$ cat src/hw/rtl/vbsp_isqrt.sv
// Bit-serial integer square root, one root bit per cycle.
// Stands alone with no package dependency; 32-bit operand, 16-bit root.
`default_nettype none
module vbsp_isqrt (
    input  wire logic        clk,
    input  wire logic        rst_n,
    input  wire logic        start,
    input  wire logic [31:0] value,
    output logic             done,
    output logic [15:0]      root
);
    logic [31:0] rem_reg, rem_next;
    logic [31:0] res_reg, res_next;
    logic [31:0] bit_reg, bit_next;
    logic        busy_reg, busy_next;

    always_comb
    begin
        rem_next  = rem_reg;
        res_next  = res_reg;
        bit_next  = bit_reg;
        busy_next = busy_reg;
        if (start)
        begin
            rem_next  = value;
            res_next  = '0;
            bit_next  = 32'h4000_0000;
            busy_next = 1'b1;
        end
        else if (busy_reg)
        begin
            if (rem_reg >= res_reg + bit_reg)
            begin
                rem_next = rem_reg - (res_reg + bit_reg);
                res_next = (res_reg >> 1) + bit_reg;
            end
            else
            begin
                res_next = res_reg >> 1;
            end
            bit_next = bit_reg >> 2;
            if (bit_reg[0])
            begin
                busy_next = 1'b0;
            end
        end
    end

    always_ff @(posedge clk or negedge rst_n)
    begin
        if (!rst_n)
        begin
            busy_reg <= 1'b0;
        end
        else
        begin
            busy_reg <= busy_next;
        end
    end

    always_ff @(posedge clk)
    begin
        rem_reg <= rem_next;
        res_reg <= res_next;
        bit_reg <= bit_next;
    end

    assign done = busy_reg && bit_reg[0];
    assign root = res_next[15:0];
endmodule
`default_nettype wire

$ cat config.mk
export PLATFORM = sky130hd
export DESIGN_NAME = vbsp_isqrt
export DESIGN_NICKNAME = d
export VERILOG_FILES = /design/src/hw/rtl/vbsp_isqrt.sv
export SDC_FILE = /design/constraint.sdc
export NUM_CORES = 1
export LEC_CHECK = 0
export BUFFER_PORTS_ARGS = -buffer_cell sky130_fd_sc_hd__buf_2
export CORE_MARGIN = 2
export CORE_UTILIZATION = 31
export CTS_CLUSTER_DIAMETER = 150
export DETAILED_ROUTE_END_ITERATION = 16
export HOLD_SLACK_MARGIN = 0.05
export PLACE_DENSITY = 0.51
export SYNTH_ARGS = -nofsm -noshare
export SYNTH_HDL_FRONTEND = slang
export SYNTH_SLANG_ARGS = --single-unit
$ cat constraint.sdc
create_clock -name clk -period 7.4 [get_ports clk]
set_input_delay 1.48 -clock clk [delete_from_list [all_inputs] [get_ports clk]]
set_output_delay 1.48 -clock clk [all_outputs]
set_load 0.1 [all_outputs]
==> out/metrics.cfg, run 1 <==
[cells_and_area]
final.fill_count=2239
area_delta_synth_final_pct=15.6
mostFrequentLayoutCell=sky130_fd_sc_hd__nand2_1
final_core_util=0.362
most-common-layout-cells=sky130_fd_sc_hd__nand2_1 (97), sky130_fd_sc_hd__o21ai_0 (86), sky130_fd_sc_hd__nor2_1 (81), sky130_fd_sc_hd__ha_1 (66), sky130_fd_sc_hd__a21oi_1 (52)
layout-drive-gt1-share=0.134
diodes=0
fin_nets=970

[timing]
report.final.slew_viol_count=0
maxClockFrequency_ghz=0.144
fin_worst_hold_slack_ns=0.538
finalClockSkew_ns=0.00743
shortest_clock_period_the_worst_path_allows_after_layout_ns=6.94
unrepaired_setup_endpoints_after_global_routing=no
worst_slew_pin_slew_ns=0.701
period_share=0.938
setup-tns-final_ns=0
setup-violations-final=0
hold_violations=0
worst_slew_margin_rel=0.533

[route]
vias=6127
drtIter0Drc=408
drt_pre_antenna_iters=5
drc_violations=0
route.detailed.vias_per_inst=5.31
routed_wire_length_microns=18500
antenna_violating_nets_post_route=0
routed_wire_length_per_instance_microns=16.0

[pwr]
leakage_uw=0.00318
ir_drop_v=0.000162
ratio_of_total_power_to_cell_area_nw_per_um2=398

[global_route]
initial_antenna_violation_count=0
grt_max_degree=63
first_global_vias=5984
overflow=0
grt_pass1_wl_microns=30700
track_usage=0.160

[cts]
cts_hold_repair.buffers=0
cts_tree=yes
cts.reportedPaths.clkPinSlew_ns=0.06
number_of_buffers_inserted_during_clock_tree_synthesis=9
clkSinkCount=81
clkLatencyLatePin_ns=0.35
clock_tree.htree_level_count=3
cts.root.buffer_cell=sky130_fd_sc_hd__clkbuf_16
clock_tree.buffer_depth=2

[floorplan]
floorplan_row_count=54
die_w_microns=152
initial_cell_density_of_the_core=0.313
die_area_sq_um=23100
coreArea_sq_um=21700
dieHeight_microns=152
boundaryPins=52

[synth]
netlist-cell-type-count=62
synth_nets=937
cells_after_synthesis=835
share_of_synthesized_area_occupied_by_flip_flops_and_latches=0.287
yosysWarnings=0
netlist_area_sq_um=6790
synthFlopType=sky130_fd_sc_hd__dfxtp_1
synth_area_leader_cell=sky130_fd_sc_hd__dfxtp_1
yosys-top-cells-area=sky130_fd_sc_hd__dfxtp_1 (14%), sky130_fd_sc_hd__edfxtp_1 (14%), sky130_fd_sc_hd__ha_1 (12%), sky130_fd_sc_hd__o21ai_0 (6.4%), sky130_fd_sc_hd__nand2_1 (5.4%)
synth_top_area_frac=0.141
synthesis.area_per_instance_sq_um=8.13
asyncSetResetFlopFracSynth=0.0123
synth_seq_cells=81
synth-edff-count=32

[outcome]
outcome=finished, final reports clean

[job]
drv_cap=0

[worst_setup_path]
crit_fanout=21
end_kind=output pin
cp-start-kind=register
arrival_time_of_the_worst_setup_path_ns=5.46
worst_ep_required_time_ns=5.92
timing.setup.critical_path_class=reg -> out

[place]
buffer_ports.inserted=51
place_hpwl_microns=13600
globalplace.congestion=0.817

[hold_path]
min-delay-path-class=reg -> reg

-- critical path: stages (launching register included) --
cell,delay (ns)
sky130_fd_sc_hd__dfxtp_1,0.40
sky130_fd_sc_hd__ha_1,0.20
sky130_fd_sc_hd__ha_1,0.19
sky130_fd_sc_hd__a21o_1,0.14
sky130_fd_sc_hd__a31oi_1,0.17
sky130_fd_sc_hd__o311a_1,0.43
sky130_fd_sc_hd__o31ai_2,0.38
sky130_fd_sc_hd__a21bo_2,0.21
sky130_fd_sc_hd__a31oi_1,0.10
sky130_fd_sc_hd__nor2b_1,0.16
sky130_fd_sc_hd__xnor2_1,0.14
sky130_fd_sc_hd__ha_1,0.32
sky130_fd_sc_hd__and4_4,0.22
sky130_fd_sc_hd__and3_1,0.19
sky130_fd_sc_hd__and3b_1,0.19
sky130_fd_sc_hd__a221o_1,0.31
sky130_fd_sc_hd__nor2_2,0.25
sky130_fd_sc_hd__and2_4,0.34
sky130_fd_sc_hd__o21ai_0,0.14
sky130_fd_sc_hd__a221oi_2,0.40
sky130_fd_sc_hd__buf_12,0.22
-- per-stage QoR --
| stage | cells | total power (uW) | area, sq um | setup slack, ns |
|---|---|---|---|---|
| 5_1_grt | 1153 | 3390 | 7850 | 0.0244 |
| 4_1_cts | 1148 | 3090 | 7790 | 0.0304 |
| 3_5_place_dp | 1132 | 2610 | 7490 | 0.435 |
| 2_1_floorplan | 835 | 2190 | 6870 | 0.378 |
| 6_report | 1153 | 3130 | 7850 | 0.458 |
| 3_3_place_gp | 1132 | 2630 | 7490 | 0.553 |
-- area by class of cell --
class	instances	area (sq um)	area share
clock buffers	11	264	0.0336
clock inverters	5	36.3	0.00462
inverters	20	75.1	0.00956
multi-input cells	693	4680	0.596
flip-flops and latches	81	1950	0.248
well taps	280	350	0.0446
repair buffers	63	495	0.0631
-- report_power, final --
group / switching (uW) / total, uW / internal, uW
Clock: 201 / 459 / 258
Combinational: 1180 / 1910 / 738
Sequential: 102 / 753 / 650
-- final timing paths --
kind	startpoint	endpoint	slack [ns]	cells past startpoint
setup reg to reg	bit_reg[0]	rem_reg[8]	2.33	20
max in group asynchronous	rst_n	busy_reg	6.41	1
hold reg to reg	res_reg[31]	res_reg[31]	0.54	2
setup / recovery	bit_reg[0]	root[12]	0.46	20
min in group asynchronous	rst_n	busy_reg	0.90	1
hold / removal	res_reg[31]	res_reg[31]	0.54	2
-- per-layer routing --
layer | track usage | wire (microns) | vias to the layer above
li1 | - | - | 3151
met1 | 0.209 | 8780 | 2868
met2 | 0.275 | 8900 | 89
met3 | 0.0260 | 506 | 19
met4 | 0.0392 | 263 | 0
met5 | 0 | 0 | -
-- synthesized netlist by cell type (8+ instances only) --
| cell type | count |
|---|---|
| sky130_fd_sc_hd__a211oi_1 | 13 |
| sky130_fd_sc_hd__a21o_1 | 17 |
| sky130_fd_sc_hd__a21oi_1 | 53 |
| sky130_fd_sc_hd__a311oi_1 | 12 |
| sky130_fd_sc_hd__a31oi_1 | 27 |
| sky130_fd_sc_hd__and3_1 | 8 |
| sky130_fd_sc_hd__clkbuf_1 | 32 |
| sky130_fd_sc_hd__dfxtp_1 | 48 |
| sky130_fd_sc_hd__edfxtp_1 | 32 |
| sky130_fd_sc_hd__ha_1 | 66 |
| sky130_fd_sc_hd__inv_1 | 20 |
| sky130_fd_sc_hd__mux2i_1 | 16 |
| sky130_fd_sc_hd__nand2_1 | 97 |
| sky130_fd_sc_hd__nand3_1 | 13 |
| sky130_fd_sc_hd__nand4_1 | 13 |
| sky130_fd_sc_hd__nor2_1 | 82 |
| sky130_fd_sc_hd__nor3_1 | 14 |
| sky130_fd_sc_hd__o21ai_0 | 87 |
| sky130_fd_sc_hd__o21bai_1 | 11 |
| sky130_fd_sc_hd__or3_1 | 9 |
| sky130_fd_sc_hd__xnor2_1 | 29 |
| sky130_fd_sc_hd__xor2_1 | 38 |
-- logic make-up after synthesis --
kind of cell             after synthesis  synth area share
AO/OA/AOI/OAI                        279             0.266
AND/OR/NAND/NOR                      260             0.170
flip-flops                            81             0.287
XOR/XNOR                              67            0.0864
adder cells (fa/ha/maj)               67             0.125
buffers and inverters                 62            0.0380
multiplexers                          19            0.0286
-- repair_timing --
item	4_1_cts	5_1_grt
setup buffers	0	4
setup endpoints to repair	0	16
resized for setup	0	14
Note: power is estimated with default switching activity, not from simulation.
==> inputs of run 2 (changes only) <==
--- a/config.mk
+++ b/config.mk
@@ -5,7 +5,7 @@
 export SDC_FILE = /design/constraint.sdc
 export NUM_CORES = 1
 export LEC_CHECK = 0
-export BUFFER_PORTS_ARGS = -buffer_cell sky130_fd_sc_hd__buf_2
+export BUFFER_PORTS_ARGS = -buffer_cell sky130_fd_sc_hd__clkbuf_2
 export CORE_MARGIN = 2
 export CORE_UTILIZATION = 31
 export CTS_CLUSTER_DIAMETER = 150
==> run 2 against run 1 <==
Net effect: clock power about the same; routed wire length is 1.6% lower; cell count down 0.35%; die area did not move; combinational power is 2% lower; sequential cell count unchanged; clock skew increased by 0.0051 ns; global-route usage shrank 0.24 points; register-to-register slack worse by 0.03 ns; highest routed layer unchanged; sequential share of layout area rose by 0.13 points; design area down 0.53%.
==> out/metrics.cfg, run 2 (synthesis gave the netlist of run 1 again) <==
[cells_and_area]
layout-drive-gt1-share=0.128
final.fill_count=2311
mostFrequentLayoutCell=sky130_fd_sc_hd__nand2_1
diodes=0
area_delta_synth_final_pct=15.0
final_core_util=0.360
multiInputGateArea_sq_um=4680
fin_nets=966
fin_area_sq_um=7810
seq_area_sq_um=1950
most-common-layout-cells=sky130_fd_sc_hd__nand2_1 (96), sky130_fd_sc_hd__o21ai_0 (87), sky130_fd_sc_hd__nor2_1 (82), sky130_fd_sc_hd__ha_1 (66), sky130_fd_sc_hd__a21oi_1 (52)

[floorplan]
floorplan_row_count=54
initial_cell_density_of_the_core=0.313
coreArea_sq_um=21700
dieHeight_microns=152
boundaryPins=52
die_w_microns=152
die_area_sq_um=23100

[timing]
unrepaired_setup_endpoints_after_global_routing=no
finalClockSkew_ns=0.0126
worst_slew_margin_rel=0.564
setup-tns-final_ns=0
worst_slew_pin_slew_ns=0.654
fin_worst_hold_slack_ns=0.535
hold_violations=0
setup-violations-final=0
period_share=0.945
shortest_clock_period_the_worst_path_allows_after_layout_ns=6.99
report.final.slew_viol_count=0
maxClockFrequency_ghz=0.143

[hold_path]
min-delay-path-class=reg -> reg
min_path_cells=2

[place]
globalplace.congestion=0.837
placed_area_sq_um=7500
place_hpwl_microns=13500
buffer_ports.inserted=51

[outcome]
outcome=finished, final reports clean

[pwr]
ratio_of_total_power_to_cell_area_nw_per_um2=393
ir_drop_v=0.000189
leakage_uw=0.00317

[route]
drtIter0Drc=333
routed_wire_length_microns=18200
vias=6092
antenna_violating_nets_post_route=0
route.detailed.vias_per_inst=5.30
routed_wire_length_per_instance_microns=15.8
drt_pre_antenna_iters=4
drc_violations=0

[cts]
clock_tree.htree_level_count=3
number_of_buffers_inserted_during_clock_tree_synthesis=9
cts.root.buffer_cell=sky130_fd_sc_hd__clkbuf_16
clkLatencyLatePin_ns=0.36
cts.reportedPaths.clkPinSlew_ns=0.07
cts_tree=yes
clkSinkCount=81
cts_hold_repair.buffers=0
clock_tree.buffer_depth=2

[worst_setup_path]
timing.reg2reg.worst_path_depth=18
end_kind=output pin
arrival_time_of_the_worst_setup_path_ns=5.51
timing.setup.critical_path_class=reg -> out
worst_ep_required_time_ns=5.92
crit_fanout=17
cp-start-kind=register

[job]
drv_cap=0

[global_route]
grt_max_degree=53
first_global_vias=5841
initial_antenna_violation_count=0
track_usage=0.157
overflow=0
grt_pass1_wl_microns=30300

==> run 2: final timing paths <==
path / from / endpoint / slack, ns
min in group asynchronous: rst_n / busy_reg / 0.89
max in group asynchronous: rst_n / busy_reg / 6.41
worst min-delay path: res_reg[31] / res_reg[31] / 0.54
worst max-delay path: res_reg[2] / root[6] / 0.41
worst min register to register: res_reg[31] / res_reg[31] / 0.54
worst max register to register: res_reg[2] / rem_reg[22] / 2.30
==> run 2: timing repair <==
item                                    in CTS  in global routing
endpoints found under the setup margin       4                 16
cloned                                       0                  0
resized for setup                            1                 10
setup buffers                                0                  0
==> run 2: layout make-up <==
cell class,instances,share of cell area
Clock inverter,5,0.00689
Multi-Input combinational cell,692,0.599
Inverter,20,0.00961
Sequential cell,81,0.249
Timing Repair Buffer,60,0.0609
Tap cell,280,0.0448
Clock buffer,11,0.0298
==> run 2: worst max-delay path: stages (launching register included) <==
cell and delay, ns:
sky130_fd_sc_hd__dfxtp_1 0.43, sky130_fd_sc_hd__ha_1 0.30, sky130_fd_sc_hd__a31oi_1 0.28, sky130_fd_sc_hd__o21ai_1 0.21, sky130_fd_sc_hd__a21oi_2 0.25, sky130_fd_sc_hd__o21ai_1 0.17, sky130_fd_sc_hd__a21bo_2 0.26, sky130_fd_sc_hd__a31oi_1 0.31
sky130_fd_sc_hd__o31ai_1 0.17, sky130_fd_sc_hd__a31oi_1 0.22, sky130_fd_sc_hd__xor2_1 0.18, sky130_fd_sc_hd__ha_1 0.31, sky130_fd_sc_hd__nand4_1 0.15, sky130_fd_sc_hd__and3b_1 0.22, sky130_fd_sc_hd__a221o_1 0.29, sky130_fd_sc_hd__nor2_1 0.20
sky130_fd_sc_hd__nand2_2 0.28, sky130_fd_sc_hd__nand2_1 0.13, sky130_fd_sc_hd__o31ai_1 0.09, sky130_fd_sc_hd__nor3_2 0.20, sky130_fd_sc_hd__clkbuf_2 0.49
==> run 2: layer usage <==
metal | share of wire | GRT usage
met2 | 0.48 | 0.266
met4 | 0.0094 | 0.0312
met3 | 0.028 | 0.0311
met1 | 0.48 | 0.210
met5 | 0 | 0
==> run 2: per-stage QoR <==
stage,total power [uW],std cells,setup slack [ns]
2_1_floorplan,2190,835,0.378
3_3_place_gp,2610,1133,0.564
3_5_place_dp,2600,1133,0.390
4_1_cts,3080,1149,0.0381
5_1_grt,3330,1149,0.0237
6_report,3070,1149,0.410
==> run 2: power by group <==
part	leakage, uW	internal (uW)	switching, uW	total (uW)
Combinational	0.00229	705	1160	1870
Clock	0.000145	262	194	456
Sequential	0.000732	650	99.7	750
