### src/hw/rtl/vbsp_div.sv
// Restoring divider, one quotient bit per cycle: 24-bit dividend, 16-bit divisor.
// Depends on nothing outside itself.
`default_nettype none
module vbsp_div (
    input  wire logic        clk,
    input  wire logic        rst_n,
    input  wire logic        start,
    input  wire logic [23:0] dividend,
    input  wire logic [15:0] divisor,
    output logic             done,
    output logic [23:0]      quotient
);
    logic [23:0] q_reg, q_next;
    logic [16:0] r_reg, r_next;
    logic [15:0] d_reg;
    logic [4:0]  cnt_reg, cnt_next;
    logic        busy_reg, busy_next;
    logic [16:0] trial;

    always_comb
    begin
        q_next    = q_reg;
        r_next    = r_reg;
        cnt_next  = cnt_reg;
        busy_next = busy_reg;
        trial     = {r_reg[15:0], q_reg[23]};
        if (start)
        begin
            q_next    = dividend;
            r_next    = '0;
            cnt_next  = 5'd23;
            busy_next = 1'b1;
        end
        else if (busy_reg)
        begin
            if (r_reg[16] || trial >= {1'b0, d_reg})
            begin
                r_next = trial - {1'b0, d_reg};
                q_next = {q_reg[22:0], 1'b1};
            end
            else
            begin
                r_next = trial;
                q_next = {q_reg[22:0], 1'b0};
            end
            cnt_next = cnt_reg - 5'd1;
            if (cnt_reg == 5'd0)
            begin
                busy_next = 1'b0;
            end
        end
    end

    always_ff @(posedge clk or negedge rst_n)
    begin
        if (!rst_n)
        begin
            busy_reg <= 1'b0;
        end
        else
        begin
            busy_reg <= busy_next;
        end
    end

    always_ff @(posedge clk)
    begin
        q_reg   <= q_next;
        r_reg   <= r_next;
        cnt_reg <= cnt_next;
        if (start)
        begin
            d_reg <= divisor;
        end
    end

    assign done     = busy_reg && (cnt_reg == 5'd0);
    assign quotient = q_next;
endmodule
`default_nettype wire

### config.mk
export PLATFORM = sky130hd
export DESIGN_NAME = vbsp_div
export DESIGN_NICKNAME = d
export VERILOG_FILES = /design/src/hw/rtl/vbsp_div.sv
export SDC_FILE = /design/constraint.sdc
export NUM_CORES = 1
export LEC_CHECK = 0
export BUFFER_PORTS_ARGS = -buffer_cell sky130_fd_sc_hd__buf_2
export CORE_MARGIN = 10
export CORE_UTILIZATION = 35
export DETAILED_ROUTE_END_ITERATION = 12
export PLACE_DENSITY = 0.53
export SLEW_MARGIN = 20
export SYNTH_ARGS = -nofsm -noshare
export SYNTH_HDL_FRONTEND = slang
export SYNTH_SLANG_ARGS = --single-unit
### constraint.sdc
create_clock -name clk -period 4.9 [get_ports clk]
set_clock_uncertainty 0.05 [all_clocks]
set_input_delay 0.49 -clock clk [delete_from_list [all_inputs] [get_ports clk]]
set_output_delay 0.49 -clock clk [all_outputs]
set_load 0.05 [all_outputs]
==> flow_summary.ini, run 1 <==
[min_path]
hp-start = divisor[8]
worstHoldPathType = input port to flop
whs_path_depth = 1
holdPathEnd = d_reg[8]

[pwr]
seqPwrFrac_pct = 31.0
swShare_pct = 41.2
p_sw_mw = 0.936
internal_power_mw = 1.34
pwr-share-clk_pct = 21.7
p_comb_share_pct = 47.3
power_density_mw_per_mm2 = 543
max-vdd-ir-drop_mv = 0.223
cellLeakagePower_nw = 2.01
power_mw = 2.27

[logic_synthesis]
synthArstFlopShare_pct = 1.59
syn_avg_cell_area_sq_um = 9.02
seq_area_frac_synth_pct = 40.6
synth_top_area_cell = dfxtp_1
synth_warnings = 0
synth.top_cell.area_share_pct = 26.2
ys_types = 54
synthTopCellsByArea = dfxtp_1 (26%), edfxtp_1 (14%), mux2i_1 (9.1%)
synth-edff-count = 16
mappedNetlistNets = 450
postSynthCellCount = 389
synth.most_common_cell = nand2_1
ys.flop_type = dfxtp_1
ys_ff_latch = 63
synth_common_cells = nand2_1 (49), dfxtp_1 (46), o21ai_0 (40), mux2i_1 (32)
synth_area_sq_mm = 0.00351

[clock_tree]
cts_sinks = 63
clk_pin_slew_ns = 0.08
cts_inserted_buffers = 9
cts_root_buf = clkbuf_8
htree_levels = 3
cts_tree = yes
ctsResizeCount = 0
insertion_delay_ns = 0.35
clk_path_buf_depth = 2

[floorplan]
pin_count = 68
start_util_pct = 35.9
fp.dieW_microns = 120
die_h_microns = 120
die_area_sq_mm = 0.0144
coreArea_sq_mm = 0.00977
rows = 36

[final_layout]
fin_area_sq_mm = 0.00419
area_growth_pct = 19.3
drive_gt1_share_pct = 20.5
largest_reg_flops = 24
nNetsFinal = 514
final_util_pct = 42.8
diodes = 0
final_cells = 591

[flow_run]
drv_cap = 0

[critical_path]
worst-path-max-fanout = 23
crit_arrival_ns = 3.08
r2r_cells = 8
cp.required_ns = 4.36
cp-end-kind = primary output
r2r_slack_ns = 2.21
reg2reg_to = r_reg[13]
rr_startpoint = d_reg[6]
critPathKind = flop to primary output
cp-start-kind = flop

[timing]
hold_slack_ns = 0.259
fin_crit_ns = 3.62
worstMarginPinSlew_ns = 0.874
setup_ws_ns = 1.28
fmax_ghz = 0.277
finalSetupTns_ns = 0
rsz0062_at_grt = false
max_slew_margin_pct = 41.4
setup_viol = 0
hold_violations = 0
drv_slew = 0
fin_crit_sh_pct = 73.8

[drt]
drcViolationCount = 0
drt_iter0_markers = 121
drt-vias-per-instance = 4.94
drt_pass1_iterations = 4
ant_nets = 0
wl_per_cell_microns = 14.5
wl_microns = 8540
vias = 2919

[global_routing]
grt_overflow_total = 0
grtUsageTotal_pct = 12.0
grt_max_degree = 39
grt_pass1_vias = 2928
grt_pass1_wl_microns = 14300
grt_antenna_before_repair = 0

[place]
dp_hpwl_microns = 6430
gp_congestion = 0.845
port_buffers = 67
place_area_sq_mm = 0.00395
place_inst = 574
dp_slack_ns = 1.64

[outcome]
status = finished clean
## worst max-delay path, cell delays in order (launching register included)
cell	delay (ns)
edfxtp_1	0.33
inv_1	0.04
ha_1	0.36
a21oi_1	0.16
o21ai_0	0.22
a21oi_1	0.19
o211ai_4	0.73
mux2i_1	0.15
o21ai_0	0.24
buf_2	0.31
## repair_timing
action | in CTS | in global routing
hold buffers | 1 | 0
buffers inserted | 0 | 0
hold endpoints to repair | 1 | 0
## placed cells by master (no fill, tap or decap), drive strengths merged, types with 3 or more instances in the layout
cell type,netlist,layout
buf,5,70
nand2,49,49
dfxtp,46,46
o21ai,40,40
mux2i,32,32
inv,28,29
nor2,28,28
a21oi,20,20
ha,17,17
edfxtp,16,16
clkbuf,13,14
nand3,11,11
a211oi,9,9
xnor2,8,8
nand2b,6,6
a21o,6,6
o211ai,6,6
nor3,4,4
xor2,4,4
a311oi,4,4
and2,3,3
## logic make-up after synthesis
logic type / synth area share (%)
compound gates: 21.1
simple gates: 14.1
mux: 9.13
buf+inv: 5.42
flops: 40.6
fa+ha+maj: 6.63
xor+xnor: 2.99
## metal layers
metal	track usage (%)	vias up	wire [microns]
met1	15.2	1310	4140
met3	5.06	7	637
met5	0	-	0
met2	18.0	79	3670
met4	3.85	0	97
li1	-	1523	-
## worst max-delay path by stage
stage	startpoint	endpoint	cells past startpoint
floorplan	d_reg[4]	quotient[0]	9
global placement	d_reg[6]	quotient[0]	9
detailed placement	d_reg[6]	quotient[0]	9
CTS	d_reg[6]	quotient[0]	9
global route	d_reg[6]	quotient[0]	9
finish	d_reg[6]	quotient[0]	9
## area by class of cell
class / instances / area (sq um)
Fill cell: 997 / 5590
Multi-Input combinational cell: 279 / 1890
Sequential cell: 63 / 1430
Timing Repair Buffer: 71 / 368
Clock buffer: 14 / 206
Tap cell: 133 / 166
Inverter: 29 / 109
Clock inverter: 2 / 15.0
## power groups by stage
stage,combinational (mW),sequential (mW),clock [mW]
2_1_floorplan,0.888,0.698,0
3_3_place_gp,1.08,0.715,0
3_5_place_dp,1.08,0.716,0
4_1_cts,1.09,0.706,0.509
5_1_grt,1.21,0.722,0.529
6_report,1.08,0.705,0.493
Note: power is estimated with default switching activity, not from simulation.
==> inputs of run 2 (changes only) <==
==> constraint.sdc (replaced) <==
create_clock -name clk -period 3.7 [get_ports clk]
set_clock_uncertainty 0.05 [all_clocks]
set_input_delay 0.37 -clock clk [delete_from_list [all_inputs] [get_ports clk]]
set_output_delay 0.37 -clock clk [all_outputs]
set_load 0.05 [all_outputs]
==> flow_summary.ini, run 2 (synthesis gave the netlist of run 1 again) <==
[final_layout]
largest_reg_flops = 24
drive_gt1_share_pct = 21.3
layout_commonest_cell = buf_2
diodes = 0
area_growth_pct = 19.6
final_util_pct = 42.9
mostFrequentLayoutCells = buf_2 (67), nand2_1 (49), dfxtp_1 (46)
final_cells = 593
fin_area_sq_mm = 0.00420
nNetsFinal = 516

[timing]
setup_ws_ns = 0.579
hold_slack_ns = 0.136
rsz0062_at_grt = false
setup_viol = 0
fin_crit_sh_pct = 84.4
drv_slew = 0
fmax_ghz = 0.320
worstMarginPinSlew_ns = 0.714
hold_violations = 0
finalSetupTns_ns = 0
fin_crit_ns = 3.12
max_slew_margin_pct = 52.4

[global_routing]
grt_pass1_vias = 2969
grt_antenna_before_repair = 0
grt_pass1_wl_microns = 14800
grt_max_degree = 39
grtUsageTotal_pct = 12.5
grt_overflow_total = 0

[floorplan]
fp.dieW_microns = 120
die_area_sq_mm = 0.0144
start_util_pct = 35.9
die_h_microns = 120
pin_count = 68
rows = 36
coreArea_sq_mm = 0.00977

[clock_tree]
htree_levels = 3
cts_root_buf = clkbuf_8
cts_sinks = 63
postCtsSetupRepairBufs = 0
insertion_delay_ns = 0.35
cts_tree = yes
clk_path_buf_depth = 2
clk_pin_slew_ns = 0.08
cts_inserted_buffers = 9

[place]
gp_congestion = 0.900
place_area_sq_mm = 0.00397
dp_hpwl_microns = 6530
dp_slack_ns = 0.977
place_inst = 576
port_buffers = 67

[drt]
wl_per_cell_microns = 14.7
drt-vias-per-instance = 4.94
drt_pass1_iterations = 5
drt_iter0_markers = 130
drcViolationCount = 0
ant_nets = 0
vias = 2928
wl_microns = 8740

[critical_path]
crit_arrival_ns = 2.70
worst-path-max-fanout = 8
cp-end-kind = primary output
cp-start-kind = flop
cp.required_ns = 3.28
critPathKind = flop to primary output

[pwr]
cellLeakagePower_nw = 2.02
max-vdd-ir-drop_mv = 0.275
power_mw = 3.03
power_density_mw_per_mm2 = 722

[outcome]
status = finished clean

[min_path]
worstHoldPathType = input port to flop

[flow_run]
drv_cap = 0
==> run 2: changes by cell type in the layout (fill, tap and decap cells not counted) <==
cell / delta
clkbuf_1: -2
clkinv_4: +2
inv_6: +2
buf_4: +2
inv_4: -1
clkbuf_16: -1
==> run 2: cell type report <==
class | count | area, sq um
timing repair buffer | 73 | 383
clock buffer | 11 | 174
inverter | 29 | 109
multi-input combinational | 279 | 1890
fill | 1014 | 5580
tap | 133 | 166
sequential | 63 | 1430
clock inverter | 5 | 43.8
==> run 2: final timing paths <==
kind | startpoint | to | slack, ns | cells after the start
max reg2reg | d_reg[6] | r_reg[8] | 1.05 | 9
min | divisor[10] | d_reg[10] | 0.14 | 1
min reg2reg | r_reg[2] | r_reg[2] | 0.45 | 2
max in group asynchronous | rst_n | busy_reg | 3.24 | 2
max | d_reg[5] | quotient[0] | 0.58 | 9
min in group asynchronous | rst_n | busy_reg | 0.26 | 2
==> run 2: critical path, cell delays in order, from the launching register on <==
cell and delay [ns]:
edfxtp_1 0.34, inv_1 0.05, ha_1 0.44, nand2_1 0.14
nor4_1 0.37, o211ai_1 0.22, o211ai_4 0.14, mux2i_1 0.10
o21ai_0 0.23, buf_2 0.32
==> run 2: timing repair <==
item | CTS | global route
hold buffers | 1 | 0
endpoints found under the hold margin | 1 | 0
resized for setup | 0 | 0
==> run 2: where the power goes <==
group / total, mW / switching, mW / internal, mW / leakage, nW
Clock: 0.642 / 0.309 / 0.333 / 0.111
Combinational: 1.44 / 0.875 / 0.569 / 1.36
Sequential: 0.942 / 0.100 / 0.842 / 0.548
==> run 2: layer usage <==
metal	vias to the layer above	wire length [microns]	share of wire [%]	track usage (%)
li1	1524	-	-	-
met1	1316	4320	49	16.0
met2	79	3680	42	18.7
met3	9	632	7.2	4.83
met4	0	110	1.3	4.07
met5	-	0	0	0
==> inputs of run 3 (changes only) <==
--- a/config.mk
+++ b/config.mk
@@ -9,7 +9,7 @@
 export CORE_MARGIN = 10
 export CORE_UTILIZATION = 35
 export DETAILED_ROUTE_END_ITERATION = 12
-export PLACE_DENSITY = 0.53
+export PLACE_DENSITY = 0.55
 export SLEW_MARGIN = 20
 export SYNTH_ARGS = -nofsm -noshare
 export SYNTH_HDL_FRONTEND = slang
==> constraint.sdc (replaced) <==
create_clock -name clk -period 2.64 [get_ports clk]
set_clock_uncertainty 0.05 [all_clocks]
set_input_delay 0.264 -clock clk [delete_from_list [all_inputs] [get_ports clk]]
set_output_delay 0.264 -clock clk [all_outputs]
set_load 0.05 [all_outputs]
==> flow_summary.ini, run 3 (synthesis gave the netlist of run 1 again) <==
[outcome]
status = complete, but fails checks
violations = setup timing

[final_layout]
largest_reg_flops = 24
drive_gt1_share_pct = 25.8
final_util_pct = 45.0
mostFrequentLayoutCells = buf_2 (66), nand2_1 (49), dfxtp_1 (46)
nNetsFinal = 529
final_cells = 606
area_growth_pct = 25.2
layout_commonest_cell = buf_2
diodes = 0

[place]
place_inst = 585
port_buffers = 67
gp_congestion = 0.895
dp_hpwl_microns = 6540

[min_path]
worstHoldPathType = input port to flop
whs_path_depth = 1
hp-start = divisor[8]
holdPathEnd = d_reg[8]

[drt]
wl_per_cell_microns = 14.6
ant_nets = 0
drt-vias-per-instance = 5.00
vias = 3029
drt_iter0_markers = 103
wl_microns = 8870
drt_pass1_iterations = 4
drcViolationCount = 0

[floorplan]
start_util_pct = 35.9
die_h_microns = 120
pin_count = 68
rows = 36
die_area_sq_mm = 0.0144
fp.dieW_microns = 120
coreArea_sq_mm = 0.00977

[clock_tree]
cts_inserted_buffers = 9
clk_pin_slew_ns = 0.08
cts_tree = yes
clk_path_buf_depth = 2
htree_levels = 3
cts_sinks = 63
insertion_delay_ns = 0.36
cts_root_buf = clkbuf_8

[global_routing]
grt_max_degree = 50
grt_pass1_vias = 3088
grt_antenna_before_repair = 0
grtUsageTotal_pct = 12.6
grt_overflow_total = 0
grt_pass1_wl_microns = 14900

[critical_path]
critPathKind = flop to primary output
cp.required_ns = 2.33
cp-end-kind = primary output
r2r_slack_ns = 0.13
crit_arrival_ns = 2.36
r2r_cells = 9
cp-start-kind = flop
rr_startpoint = q_reg[23]
worst-path-max-fanout = 3
reg2reg_to = r_reg[14]

[timing]
drv_slew = 0
max_slew_margin_pct = 65.3
rsz0062_at_grt = true
hold_violations = 0
setup_ws_ns = -0.0364
worstMarginPinSlew_ns = 0.515
fmax_ghz = 0.374
setup_viol = 1
fin_crit_sh_pct = 101
fin_crit_ns = 2.68

[pwr]
cellLeakagePower_nw = 2.09
max-vdd-ir-drop_mv = 0.432
power_density_mw_per_mm2 = 1040
power_mw = 4.58

[flow_run]
drv_cap = 0
run 3: final cells by class:
class                   instances  area, sq um
multi-input cells             279         1950
inverters                      29          109
clock buffers                  10          149
repair buffers                 86          524
flip-flops and latches         63         1430
fillers                       981         5380
well taps                     133          166
clock inverters                 6         73.8
run 3: where the power goes:
| part | internal [mW] | switching, mW | leakage, nW | total, mW |
|---|---|---|---|---|
| Clock | 0.505 | 0.438 | 0.113 | 0.943 |
| Sequential | 1.18 | 0.142 | 0.548 | 1.32 |
| Combinational | 1.01 | 1.30 | 1.43 | 2.31 |
run 3: timing repair:
action | in CTS | in global routing
resized for setup | 6 | 8
hold buffers | 1 | 0
setup endpoints to repair | 1 | 1
setup buffers | 2 | 2
hold endpoints to repair | 1 | 0
pin swaps | 2 | 1
run 3: how the worst max path moves through the flow:
stage,depth (start not counted),startpoint,slack [ns],to
after detailed placement,9,d_reg[4],0.17,quotient[0]
after CTS,9,d_reg[14],-0.07,quotient[0]
after global routing,9,d_reg[14],-0.12,quotient[0]
after global placement,9,d_reg[4],0.17,quotient[0]
after floorplan,4,busy_reg,0.1,quotient[10]
final,9,d_reg[14],-0.04,quotient[0]
run 3: per-stage QoR:
step           hold WS, ns  area, sq um  TNS [ns]  setup slack, ns
3_3_place_gp       -0.0107         4080         0            0.173
4_1_cts             0.0183         4350   -0.0735          -0.0735
5_1_grt             0.0132         4400    -0.121           -0.121
2_1_floorplan      -0.0816         3510         0           0.0986
6_report            0.0310         4400   -0.0364          -0.0364
3_5_place_dp      -0.00862         4080         0            0.174
run 3: worst max-delay path: stages (launching register included):
cell      delay, ns
edfxtp_1       0.40
inv_2          0.08
ha_4           0.19
a21o_1         0.17
a2111o_1       0.41
a41oi_4        0.22
o211ai_4       0.12
mux2i_1        0.18
o21ai_2        0.08
buf_6          0.16
run 3: routing by layer:
metal / vias up / GRT usage, % / wire length, microns
met1: 1386 / 14.7 / 4110
li1: 1549 / - / -
met2: 79 / 19.9 / 3880
met3: 15 / 5.86 / 731
met4: 0 / 4.15 / 143
met5: - / 0 / 0
